## config.mk

```make
export PLATFORM = sky130hd
export DESIGN_NAME = round_robin_aging_scheduler
export DESIGN_NICKNAME = d
export VERILOG_FILES = /design/src/sv/rras_pkg.sv /design/src/sv/rras_mem.sv /design/src/sv/rras_core.sv /design/src/sv/round_robin_aging_scheduler.sv
export SDC_FILE = /design/constraint.sdc
export NUM_CORES = 1
export LEC_CHECK = 0
export ABC_AREA = 0
export BUFFER_PORTS_ARGS = -buffer_cell sky130_fd_sc_hd__buf_2
export CAP_MARGIN = 0
export CORE_MARGIN = 5
export CORE_UTILIZATION = 62
export DETAILED_ROUTE_END_ITERATION = 6
export PLACE_DENSITY_LB_ADDON = 0.3
export SYNTH_ARGS = -nofsm -noshare
export SYNTH_HDL_FRONTEND = slang
export SYNTH_SLANG_ARGS = --single-unit
```

## constraint.sdc

```tcl
create_clock -name clk -period 5.3 [get_ports clk]
set_clock_uncertainty 0.15 [all_clocks]
set_input_delay 0.53 -clock clk [delete_from_list [all_inputs] [get_ports clk]]
set_output_delay 0.53 -clock clk [all_outputs]
set_load 0.01 [all_outputs]
```

## src/sv/rras_pkg.sv

```systemverilog
// Shared types and constants for the round robin aging scheduler.
`timescale 1ns / 1ps
`default_nettype none

package rras_pkg;

  // Default number of task slots.
  localparam int SLOTS_DEFAULT = 16;

  // Field widths fixed by the interface.
  localparam int TIME_W  = 16;
  localparam int LEVEL_W = 4;
  localparam int SLOT_W  = 4;
  localparam int EVENT_W = 3;
  localparam int COUNT_W = 5;
  localparam int INDEX_W = 2;

  // Register reset values.
  localparam logic [TIME_W-1:0]  QUANTUM_RESET      = 16'd30;
  localparam logic [LEVEL_W-1:0] TOP_PRIORITY_RESET = 4'd10;
  localparam logic [LEVEL_W-1:0] LEVEL_MAX          = 4'hF;

  // Register indexes on the configuration port.
  localparam logic [INDEX_W-1:0] CFG_QUANTUM      = 2'd0;
  localparam logic [INDEX_W-1:0] CFG_AGING_MODE   = 2'd1;
  localparam logic [INDEX_W-1:0] CFG_TOP_PRIORITY = 2'd2;

  // Input actions.
  localparam logic ACT_LOAD = 1'b0;
  localparam logic ACT_STEP = 1'b1;

  // Result event codes.
  localparam logic [EVENT_W-1:0] EV_REQUEUE = 3'd0;
  localparam logic [EVENT_W-1:0] EV_FINISH  = 3'd1;
  localparam logic [EVENT_W-1:0] EV_AGED    = 3'd2;
  localparam logic [EVENT_W-1:0] EV_IDLE    = 3'd3;
  localparam logic [EVENT_W-1:0] EV_LOAD    = 3'd4;

  // Configuration register set as seen by the core.
  typedef struct packed {
    logic [TIME_W-1:0]  quantum;
    logic               aging_mode;
    logic [LEVEL_W-1:0] top_priority;
  } cfg_t;

  // One slot entry held in the slot memory.
  typedef struct packed {
    logic [TIME_W-1:0]  remaining;
    logic [LEVEL_W-1:0] base;
    logic [LEVEL_W-1:0] aged;
  } entry_t;

endpackage

`default_nettype wire

```

## src/sv/rras_mem.sv

```systemverilog
// Slot memory: one write port and one registered read port.
`timescale 1ns / 1ps
`default_nettype none

module rras_mem #(
  parameter int SLOTS = 16,
  parameter int AW    = 4
) (
  input  wire logic            clk,
  input  wire logic            we,
  input  wire logic [AW-1:0]   waddr,
  input  wire rras_pkg::entry_t wdata,
  input  wire logic            re,
  input  wire logic [AW-1:0]   raddr,
  output rras_pkg::entry_t     rdata
);
  import rras_pkg::*;

  entry_t mem [SLOTS];

  // Write port.
  always_ff @(posedge clk) begin
    if (we) begin
      mem[waddr] <= wdata;
    end
  end

  // Registered read port.
  always_ff @(posedge clk) begin
    if (re) begin
      rdata <= mem[raddr];
    end
  end

endmodule

`default_nettype wire

```

## src/sv/rras_core.sv

```systemverilog
// Scheduler core: slot scan, read-modify-write of the slot memory and result register.
`timescale 1ns / 1ps
`default_nettype none

module rras_core #(
  parameter int SLOTS = 16,
  parameter int AW    = 4,
  parameter int CW    = 5
) (
  input  wire logic                          clk,
  input  wire logic                          rst,
  input  wire logic                          start,
  output logic                               busy,
  input  wire logic                          action,
  input  wire logic [rras_pkg::SLOT_W-1:0]   slot,
  input  wire logic [rras_pkg::LEVEL_W-1:0]  base_priority,
  input  wire logic [rras_pkg::TIME_W-1:0]   burst_time,
  input  wire rras_pkg::cfg_t                cfg,
  output logic                               mem_we,
  output logic [AW-1:0]                      mem_waddr,
  output rras_pkg::entry_t                   mem_wdata,
  output logic                               mem_re,
  output logic [AW-1:0]                      mem_raddr,
  input  wire rras_pkg::entry_t              mem_rdata,
  output logic                               done,
  output logic [rras_pkg::SLOT_W-1:0]        served_slot,
  output logic [rras_pkg::EVENT_W-1:0]       event_res,
  output logic [rras_pkg::TIME_W-1:0]        time_left,
  output logic [rras_pkg::LEVEL_W-1:0]       aged_level,
  output logic [rras_pkg::COUNT_W-1:0]       active_left
);
  import rras_pkg::*;

  typedef enum logic [2:0] {
    ST_IDLE = 3'b001,
    ST_SCAN = 3'b010,
    ST_EXEC = 3'b100
  } state_t;

  localparam logic [AW-1:0] LAST_SLOT = AW'(SLOTS - 1);

  state_t          state;
  logic [SLOTS-1:0] active;
  logic [CW-1:0]   count;
  logic [AW-1:0]   pointer;
  logic [AW-1:0]   scan_idx;
  logic [AW-1:0]   cur_slot;

  logic               accept;
  logic               load_in_range;
  logic [AW-1:0]      load_addr;
  logic [LEVEL_W-1:0] load_base;
  logic               load_now;
  logic [CW-1:0]      load_count;
  logic               scan_hit;
  logic [AW-1:0]      scan_next;
  logic [AW-1:0]      ptr_next;

  logic               aging_hold;
  logic [LEVEL_W-1:0] aged_inc;
  logic               run_gt;
  logic [TIME_W-1:0]  exec_rem;
  logic [LEVEL_W-1:0] exec_aged;
  logic               exec_finish;
  logic [EVENT_W-1:0] exec_ev;
  logic [CW-1:0]      exec_count;

  assign busy   = (state != ST_IDLE);
  assign accept = start && !busy;

  // Load word: range check, priority clamp and active count update.
  assign load_in_range = (32'(slot) < SLOTS);
  assign load_addr     = AW'(slot);
  assign load_base     = (base_priority > cfg.top_priority) ? cfg.top_priority : base_priority;
  assign load_now      = (burst_time != '0);
  assign load_count    = count - CW'(active[load_addr]) + CW'(load_now);

  // Scan walks the active bits one slot per cycle, wrapping at the last slot.
  assign scan_hit  = active[scan_idx];
  assign scan_next = (scan_idx == LAST_SLOT) ? '0 : scan_idx + 1'b1;
  assign ptr_next  = (cur_slot == LAST_SLOT) ? '0 : cur_slot + 1'b1;

  // Step arithmetic on the entry read back from memory.
  assign aging_hold  = cfg.aging_mode && (mem_rdata.aged < cfg.top_priority);
  assign aged_inc    = (mem_rdata.aged == LEVEL_MAX) ? mem_rdata.aged : mem_rdata.aged + 1'b1;
  assign run_gt      = (mem_rdata.remaining > cfg.quantum);
  assign exec_finish = !aging_hold && !run_gt;

  always_comb begin
    if (aging_hold) begin
      exec_rem  = mem_rdata.remaining;
      exec_aged = aged_inc;
      exec_ev   = EV_AGED;
    end else begin
      exec_rem  = run_gt ? (mem_rdata.remaining - cfg.quantum) : '0;
      exec_aged = cfg.aging_mode ? mem_rdata.base : mem_rdata.aged;
      exec_ev   = run_gt ? EV_REQUEUE : EV_FINISH;
    end
  end

  assign exec_count = exec_finish ? count - 1'b1 : count;

  // Memory requests: loads write on accept, steps read in the scan hit and write back after.
  always_comb begin
    mem_re    = (state == ST_SCAN) && scan_hit;
    mem_raddr = scan_idx;
    if (state == ST_EXEC) begin
      mem_we    = 1'b1;
      mem_waddr = cur_slot;
      mem_wdata = '{remaining: exec_rem, base: mem_rdata.base, aged: exec_aged};
    end else begin
      mem_we    = accept && (action == ACT_LOAD) && load_in_range;
      mem_waddr = load_addr;
      mem_wdata = '{remaining: burst_time, base: load_base, aged: load_base};
    end
  end

  // Control state: sequencer, active bits, count and pointer.
  always_ff @(posedge clk) begin
    if (rst) begin
      state   <= ST_IDLE;
      active  <= '0;
      count   <= '0;
      pointer <= '0;
      done    <= 1'b0;
    end else begin
      done <= 1'b0;
      case (state)
        ST_IDLE: begin
          if (accept) begin
            if (action == ACT_LOAD) begin
              done <= 1'b1;
              if (load_in_range) begin
                active[load_addr] <= load_now;
                count             <= load_count;
              end
            end else if (active == '0) begin
              done <= 1'b1;
            end else begin
              state <= ST_SCAN;
            end
          end
        end
        ST_SCAN: begin
          if (scan_hit) begin
            state <= ST_EXEC;
          end
        end
        ST_EXEC: begin
          done             <= 1'b1;
          pointer          <= ptr_next;
          active[cur_slot] <= !exec_finish;
          count            <= exec_count;
          state            <= ST_IDLE;
        end
        default: begin
          state <= ST_IDLE;
        end
      endcase
    end
  end

  // Scan index, served slot and result word.
  always_ff @(posedge clk) begin
    case (state)
      ST_IDLE: begin
        scan_idx <= pointer;
        if (accept) begin
          if (action == ACT_LOAD) begin
            served_slot <= slot;
            event_res   <= EV_LOAD;
            time_left   <= load_in_range ? burst_time : '0;
            aged_level  <= load_in_range ? load_base : '0;
            active_left <= load_in_range ? COUNT_W'(load_count) : COUNT_W'(count);
          end else begin
            served_slot <= '0;
            event_res   <= EV_IDLE;
            time_left   <= '0;
            aged_level  <= '0;
            active_left <= '0;
          end
        end
      end
      ST_SCAN: begin
        if (scan_hit) begin
          cur_slot <= scan_idx;
        end else begin
          scan_idx <= scan_next;
        end
      end
      ST_EXEC: begin
        served_slot <= SLOT_W'(cur_slot);
        event_res   <= exec_ev;
        time_left   <= exec_rem;
        aged_level  <= exec_aged;
        active_left <= COUNT_W'(exec_count);
      end
      default: begin
        scan_idx <= pointer;
      end
    endcase
  end

endmodule

`default_nettype wire

```

## src/sv/round_robin_aging_scheduler.sv

```systemverilog
// Top level: configuration registers, scheduler core and slot memory.
// A load word gives its result in the cycle after start; a step with no active slot too.
// A step scans from the pointer, checking one active bit per cycle and wrapping at the
// last slot; on a hit the slot memory is read, then the entry is written back
// and the result registered. One word is in flight at a time.
// Synchronous reset clears active bits, count, pointer, done; config gets reset values.
`timescale 1ns / 1ps
`default_nettype none

module round_robin_aging_scheduler #(
  parameter int SLOTS = rras_pkg::SLOTS_DEFAULT
) (
  input  wire logic                          clk,
  input  wire logic                          rst,
  input  wire logic                          start,
  output logic                               busy,
  input  wire logic                          action,
  input  wire logic [rras_pkg::SLOT_W-1:0]   slot,
  input  wire logic [rras_pkg::LEVEL_W-1:0]  base_priority,
  input  wire logic [rras_pkg::TIME_W-1:0]   burst_time,
  output logic                               done,
  output logic [rras_pkg::SLOT_W-1:0]        served_slot,
  output logic [rras_pkg::EVENT_W-1:0]       event_res,
  output logic [rras_pkg::TIME_W-1:0]        time_left,
  output logic [rras_pkg::LEVEL_W-1:0]       aged_level,
  output logic [rras_pkg::COUNT_W-1:0]       active_left,
  input  wire logic                          cfg_valid,
  output logic                               cfg_ready,
  input  wire logic [rras_pkg::INDEX_W-1:0]  cfg_index,
  input  wire logic [rras_pkg::TIME_W-1:0]   cfg_data
);
  import rras_pkg::*;

  localparam int AW = (SLOTS > 1) ? $clog2(SLOTS) : 1;
  localparam int CW = $clog2(SLOTS + 1);

  cfg_t          cfg;
  logic          mem_we;
  logic [AW-1:0] mem_waddr;
  entry_t        mem_wdata;
  logic          mem_re;
  logic [AW-1:0] mem_raddr;
  entry_t        mem_rdata;

  // Configuration registers; a word to an unknown index is dropped.
  assign cfg_ready = 1'b1;

  always_ff @(posedge clk) begin
    if (rst) begin
      cfg.quantum      <= QUANTUM_RESET;
      cfg.aging_mode   <= 1'b0;
      cfg.top_priority <= TOP_PRIORITY_RESET;
    end else if (cfg_valid && cfg_ready) begin
      case (cfg_index)
        CFG_QUANTUM:      cfg.quantum      <= cfg_data;
        CFG_AGING_MODE:   cfg.aging_mode   <= cfg_data[0];
        CFG_TOP_PRIORITY: cfg.top_priority <= cfg_data[LEVEL_W-1:0];
        default: begin
        end
      endcase
    end
  end

  rras_core #(
    .SLOTS (SLOTS),
    .AW    (AW),
    .CW    (CW)
  ) u_core (
    .clk           (clk),
    .rst           (rst),
    .start         (start),
    .busy          (busy),
    .action        (action),
    .slot          (slot),
    .base_priority (base_priority),
    .burst_time    (burst_time),
    .cfg           (cfg),
    .mem_we        (mem_we),
    .mem_waddr     (mem_waddr),
    .mem_wdata     (mem_wdata),
    .mem_re        (mem_re),
    .mem_raddr     (mem_raddr),
    .mem_rdata     (mem_rdata),
    .done          (done),
    .served_slot   (served_slot),
    .event_res     (event_res),
    .time_left     (time_left),
    .aged_level    (aged_level),
    .active_left   (active_left)
  );

  rras_mem #(
    .SLOTS (SLOTS),
    .AW    (AW)
  ) u_mem (
    .clk   (clk),
    .we    (mem_we),
    .waddr (mem_waddr),
    .wdata (mem_wdata),
    .re    (mem_re),
    .raddr (mem_raddr),
    .rdata (mem_rdata)
  );

endmodule

`default_nettype wire

```

Yosys cells after proc, flatten, opt, wreduce, memory -nomap -nowiden. Memories as Yosys holds them, arrays and structs flattened. A register that Yosys moved wholly into a read port is not among the register bits. Index checks and enable logic that the tools add are counted.

RAM bits: 384. Input port bits: 47. Flip-flop bits (word level): 90. Memories: 1. Logic and storage cells: 129.

Memory list: u_mem.mem (depth 16, bits a word 24, rd ports 1, clocked after Yosys merged registers in 1, wr ports 1, RTL line rras_mem.sv:19) `entry_t mem [SLOTS];`.

Add/sub/neg operators: 7. Order comparisons: 8. Reductions and logical operators: 23. Mux-type cells: 58. Bitwise logic cells: 2. Eq/ne operators: 15.

Operator list (count): 16-bit two-way mux (6); 16-bit one-hot mux with 2 select lines (2); 4-bit two-way mux (12); 16-bit bitwise mux (2); 5-bit two-way mux (5); 24-bit two-way mux (1); 4-bit one-hot mux with 2 select lines (3); 3-bit two-way mux (7); 5-bit one-hot mux with 2 select lines (2); 16-bit greater-than comparator (1); 16-bit zero test (1); 16-bit nonzero test (1); 16-bit subtractor (1); 4-bit by 5-bit less-than comparator with 1-bit output (second input constant) (3); 4-bit by 1-bit adder with 4-bit output (second input constant) (3); 4-bit equality test (second input constant) (3); 3-bit one-hot mux with 2 select lines (2); 2-bit AND reduction (6); 1-bit two-way mux (11); 1-bit binary-select mux with 4-bit select (2); 1-bit demux with 4-bit select (2); 4-bit by 1-bit >= comparator with 1-bit output (second input constant) (2); 2-bit != test (second input constant) (4); 1-bit logical AND (7); 19 further kinds (24).

Longest topological paths before layout.
Depth in word-level cells: 8. Mapped depth: 15. Mapped depth without buffers: 14.

By module. From an unflattened synthesis, not the netlist that was laid out.

Cells, all modules: 1388. Area, all modules: 21698.3 sq um.

By module, submodules not included: rras_mem (area an instance 15173.3 sq um, instances 1, cells each 636); rras_core (area an instance 5594.1 sq um, instances 1, cells each 661); round_robin_aging_scheduler (area an instance 930.9 sq um, instances 1, cells each 91).

Worst setup path after synthesis. Ideal clock, no wire load.

Path type: input port to flip-flop. From: input slot[0] in the netlist's numbering. To: register u_core.count[4]. Data arrival time: 3.726 ns. Path slack: 1.356 ns. Stages on the path: 14. Library setup time: 0.067 ns. Cells stage by stage: clkbuf_1 > mux4_2 > mux4_2 > ha_1 > inv_1 > ha_1 > inv_1 > fa_1 > o21bai_1 > a21oi_1 > xnor2_1 > nand2_1 > a32o_1 > a21oi_2.

Cells in the longest elaborated chain, start to end: 7.

RTL lines: start, declared (RTL line round_robin_aging_scheduler.sv:18) `input wire logic [rras_pkg::SLOT_W-1:0] slot,`; 1-bit binary-select mux with 4-bit select (RTL line rras_core.sv:76) `assign load_count = count - CW'(active[load_addr]) + CW'(load_now);`; 1-bit two-way mux (not written as such) (RTL line rras_core.sv:76); 5-bit by 1-bit subtractor with 5-bit output (RTL line rras_core.sv:76); 5-bit by 1-bit adder with 5-bit output (RTL line rras_core.sv:76); 5-bit two-way mux (RTL line rras_core.sv:131) `if (action == ACT_LOAD) begin`; 5-bit two-way mux (RTL line rras_core.sv:130) `if (accept) begin`; 5-bit one-hot mux with 2 select lines (RTL line rras_core.sv:128) `case (state)`; end signal, assigned (RTL line rras_core.sv:135) `count <= load_count;`; end signal, assigned (RTL line rras_core.sv:153) `count <= exec_count;`; end, declared (RTL line rras_core.sv:44) `logic [CW-1:0] count;`.

No other way between the ends. The select of a mux whose other input is x is not followed. A chain may end at the register's enable or synchronous reset.

==> summary.md <==
| Metric | Value |
|---|---|
| Die extent in y | 196 microns |
| Syn Inst Count | 1311 |
| Port Buffer Count | 80 |
| Highest-count cells in the layout ignoring fill and taps | 448 x edfxtp_1, 130 x mux4_2, 97 x nand2_1 |
| Number of synthesized register bits | 498 |
| Clock tree from TritonCTS | built |
| Synthesized area per cell | 16.4 sq um |
| Total Power Consumption | 8260 uW |
| Max Transition Viols Final | 0 |
| Number of cells traversed by the worst hold path | 2 |
| Category of the critical setup timing path | reg2reg |
| Ports | 82 |
| Synthesized area | between 20000 and 25000 sq um |
| Die Wd | 196 microns |
| Post-route setup slack | 1350 ps |
| Element type at the critical path end | flop |
| Die area | around 38000 sq um |
| Hold-fix buffers at CTS | 0 |
| Unrepaired setup endpoints after global routing | no |
| Clock Tree Buf Depth | 3 |
| Power per cell area | roughly 340 nW/um^2 |
| # fillers | 2132 |
| Maximum number of pins on one net before global-route repair | slightly above 100 |
| # rows | 68 |
| Most common cell after layout, fill and taps aside | edfxtp_1 |
| Growth of design area from synthesis to finish | 12.0% |
| Number of hold-slack violations in the final timing report | 0 |
| Vias in the first global route | 12681 |
| Via density per instance | 6.82 |
| Met3 track utilization from global routing | 0.0448 |
| Mux share of post-synthesis cell area | 0.140 |
| HPWL Detailed | 30300 microns |
| Critical path cell sequence | inv_1 > ha_1 > fa_1 > nand2b_1 > a211oi_1 > nor3_2 > o31ai_1 > nand4_1 > nor3_1 > a221o_1 |
| Worst Tran Pin Value | 1210 ps |
| Congestion Overflow GR | 0 |
| Antenna fix cells | 0 |
| # nets final | about 1500 |
| Status | completed |
| Number of cells upsized or downsized after cts | 0 |
| Static leakage | 0.00786 uW |
| Initial DRC count | roughly 1600 |
| Routed len/inst | 28.4 microns |
| Number of post-CTS setup repair buffers | 0 |
| Share of Yosys cell area claimed by the top area cell type | 0.627 |
| Data arrival time of the critical path | between 4000 and 5000 ps |
| Type of element launching the critical path | flop |
| Clock Sink Count | 498 |
| Sequential element share of the synthesized area | 0.674 |
| EDFF count, synth | 448 |
| Max-Cap Viols | 0 |
| YS warnings | 0 |
| Routing usage on met1 | 0.390 |
| Delay of the slowest cell on the worst path | around 560 ps |
| Top Usage Layer GRT | met2 |
| Met2 Use GR | 0.472 |
| Clock transition at the registers of the reported paths | ~60 ps |
| Largest family of logic cells by synthesized area | multiplexers |
| Leading area contributor after synthesis | edfxtp_1 |
| Compound-gate portion of the synthesized area | 0.0686 |
| Time the final worst path needs with I/O delays and setup | roughly 4000 ps |
| Total area of multi-input combinational cells | 6570 sq um |
| Simple logic cell fraction of the synthesized area | 0.0636 |
| Number of antenna violations at the first check in global routing | 1 |
| Synth Area in XOR/XNOR | 0.00735 |
| FF-to-FF path depth | 10 |
| Share of synthesized flip-flops with an asynchronous set or reset | 0 |
| Initial Util | 0.624 |
| Post-synthesis cell type count | 67 |
| Clk_lat worst skew | 580 ps |
| Most instantiated flip-flop cell in the synthesis netlist | edfxtp_1 |
| Number of vias after detailed routing | between 10000 and 15000 |
| Overall global routing resource usage | 0.280 |
| Standard cell core area | about 34000 sq um |
| Root Driver | clkbuf_16 |
| Post-synthesis adder-cell area fraction | 0.0240 |
| IR Drop Worst-Case VDD | 227 uV |
| Total Routed Length | about 54000 microns |
| H-Tree Level Count | 2 |
| Tightest slew margin relative to the limit | 0.191 |
| Data required time of the worst path | 5450 ps |
| Worst-case setup slack after placement | about 1300 ps |
| Flip-flop and latch area | 14500 sq um |
| Accumulated negative setup slack | 0 ps |
| Maximum achievable frequency | 253 MHz |
| Share of post-route cells with drive strength above 1 | 0.238 |
| Total nets after synthesis | 1398 |
| Wire length of the first global-routing pass | 80300 microns |
| Last weighted congestion value of the routability-driven placer | about 0.94 |
| # DRC | 0 |
| Num CTS Buffers | 50 |
| Largest cells by area after synthesis | edfxtp_1 63%, mux4_2 14%, dfxtp_1 4.7%, ha_1 2.2%, nor2_1 1.7% |
| Tcrit/Tclk final | 0.744 |
| Router iterations before antenna repair | 6 |
| Worst min-delay path category | in2reg |
| Slowest cell on the critical path | nand4_1 |
| Antenna-violating nets left | 0 |
| Maximum fanout count along the critical path | 16 |
| Number of setup violations in the final report | 0 |
cell type report:
type,count,share of cell area
clock buffers,69,0.0572
clock inverters,22,0.00964
inverters,42,0.00656
multi-input cells,696,0.274
flip-flops and latches,498,0.602
well taps,455,0.0237
repair buffers,113,0.0275
logic make-up after synthesis:
group	after synthesis
compound gates	212
xor+xnor	18
fa+ha+maj	40
buf+inv	117
flops	498
mux	138
other cells	1
simple gates	287
sequential cells by signal, indices dropped and copies added, names as in the netlist:
signal	cells
cfg	21
u_core.active	16
u_core.active_left	5
u_core.aged_level	4
u_core.count	5
u_core.cur_slot	4
u_core.done	1
u_core.event_res	3
u_core.mem_raddr	4
u_core.pointer	4
u_core.served_slot	4
u_core.state	3
u_core.time_left	16
u_mem.mem	384
u_mem.rdata	24
power by group:
part	switching (uW)	total, uW	internal (uW)
Clock	1490	3500	2010
Sequential	21.5	4380	4360
Combinational	257	380	123
Total	1770	8260	6490
final timing paths:
| path | slack, ps | endpoint | startpoint |
|---|---|---|---|
| worst max-delay path | 1350 | u_mem.mem[3][11] | u_mem.rdata[8] |
| worst min-delay path | 30 | cfg[9] | cfg_data[4] |
| worst max register to register | 1350 | u_mem.mem[3][11] | u_mem.rdata[8] |
| worst min register to register | 310 | cfg[10] | cfg[10] |
layer usage:
layer  vias to the layer above  part of all wire
met5                         -                 0
met4                         0             0.027
met3                       138              0.11
met2                       945              0.51
met1                      6445              0.36
li1                       5401                 -
worst max-delay path: cells and delay by family, from the launching register on:
kind                     cells  cell delay [ps]
flip-flops                   1              370
buffers and inverters        1               60
adder cells (fa/ha/maj)      2              610
AO/OA/AOI/OAI                3             1180
AND/OR/NAND/NOR              4             1300
cell usage after synthesis, drive strengths merged (7+ instances only):
library cell / instances
and2: 8
nor2: 98
buf: 27
nand2b: 9
inv: 41
a211oi: 8
ha: 38
nand4: 8
a311oi: 16
and3: 7
a221o: 18
dfxtp: 50
xnor2: 15
nand3: 9
nor4: 9
o21a: 7
a22oi: 28
nand2: 97
nand3b: 9
a21oi: 56
o21ai: 32
edfxtp: 448
nor3: 10
a211o: 8
nor2b: 8
mux4: 130
clkbuf: 48
through the flow:
stage	util	hold WS, ps	cells	instance area [sq um]
global placement	0.652	293	1804	22400
floorplan	-	274	1311	21500
finish	0.699	28.1	1895	24000
CTS	0.699	15.2	1895	24000
global route	0.699	26.5	1895	24000
detailed placement	0.652	300	1804	22400
Power figures use the tool's default switching activity.
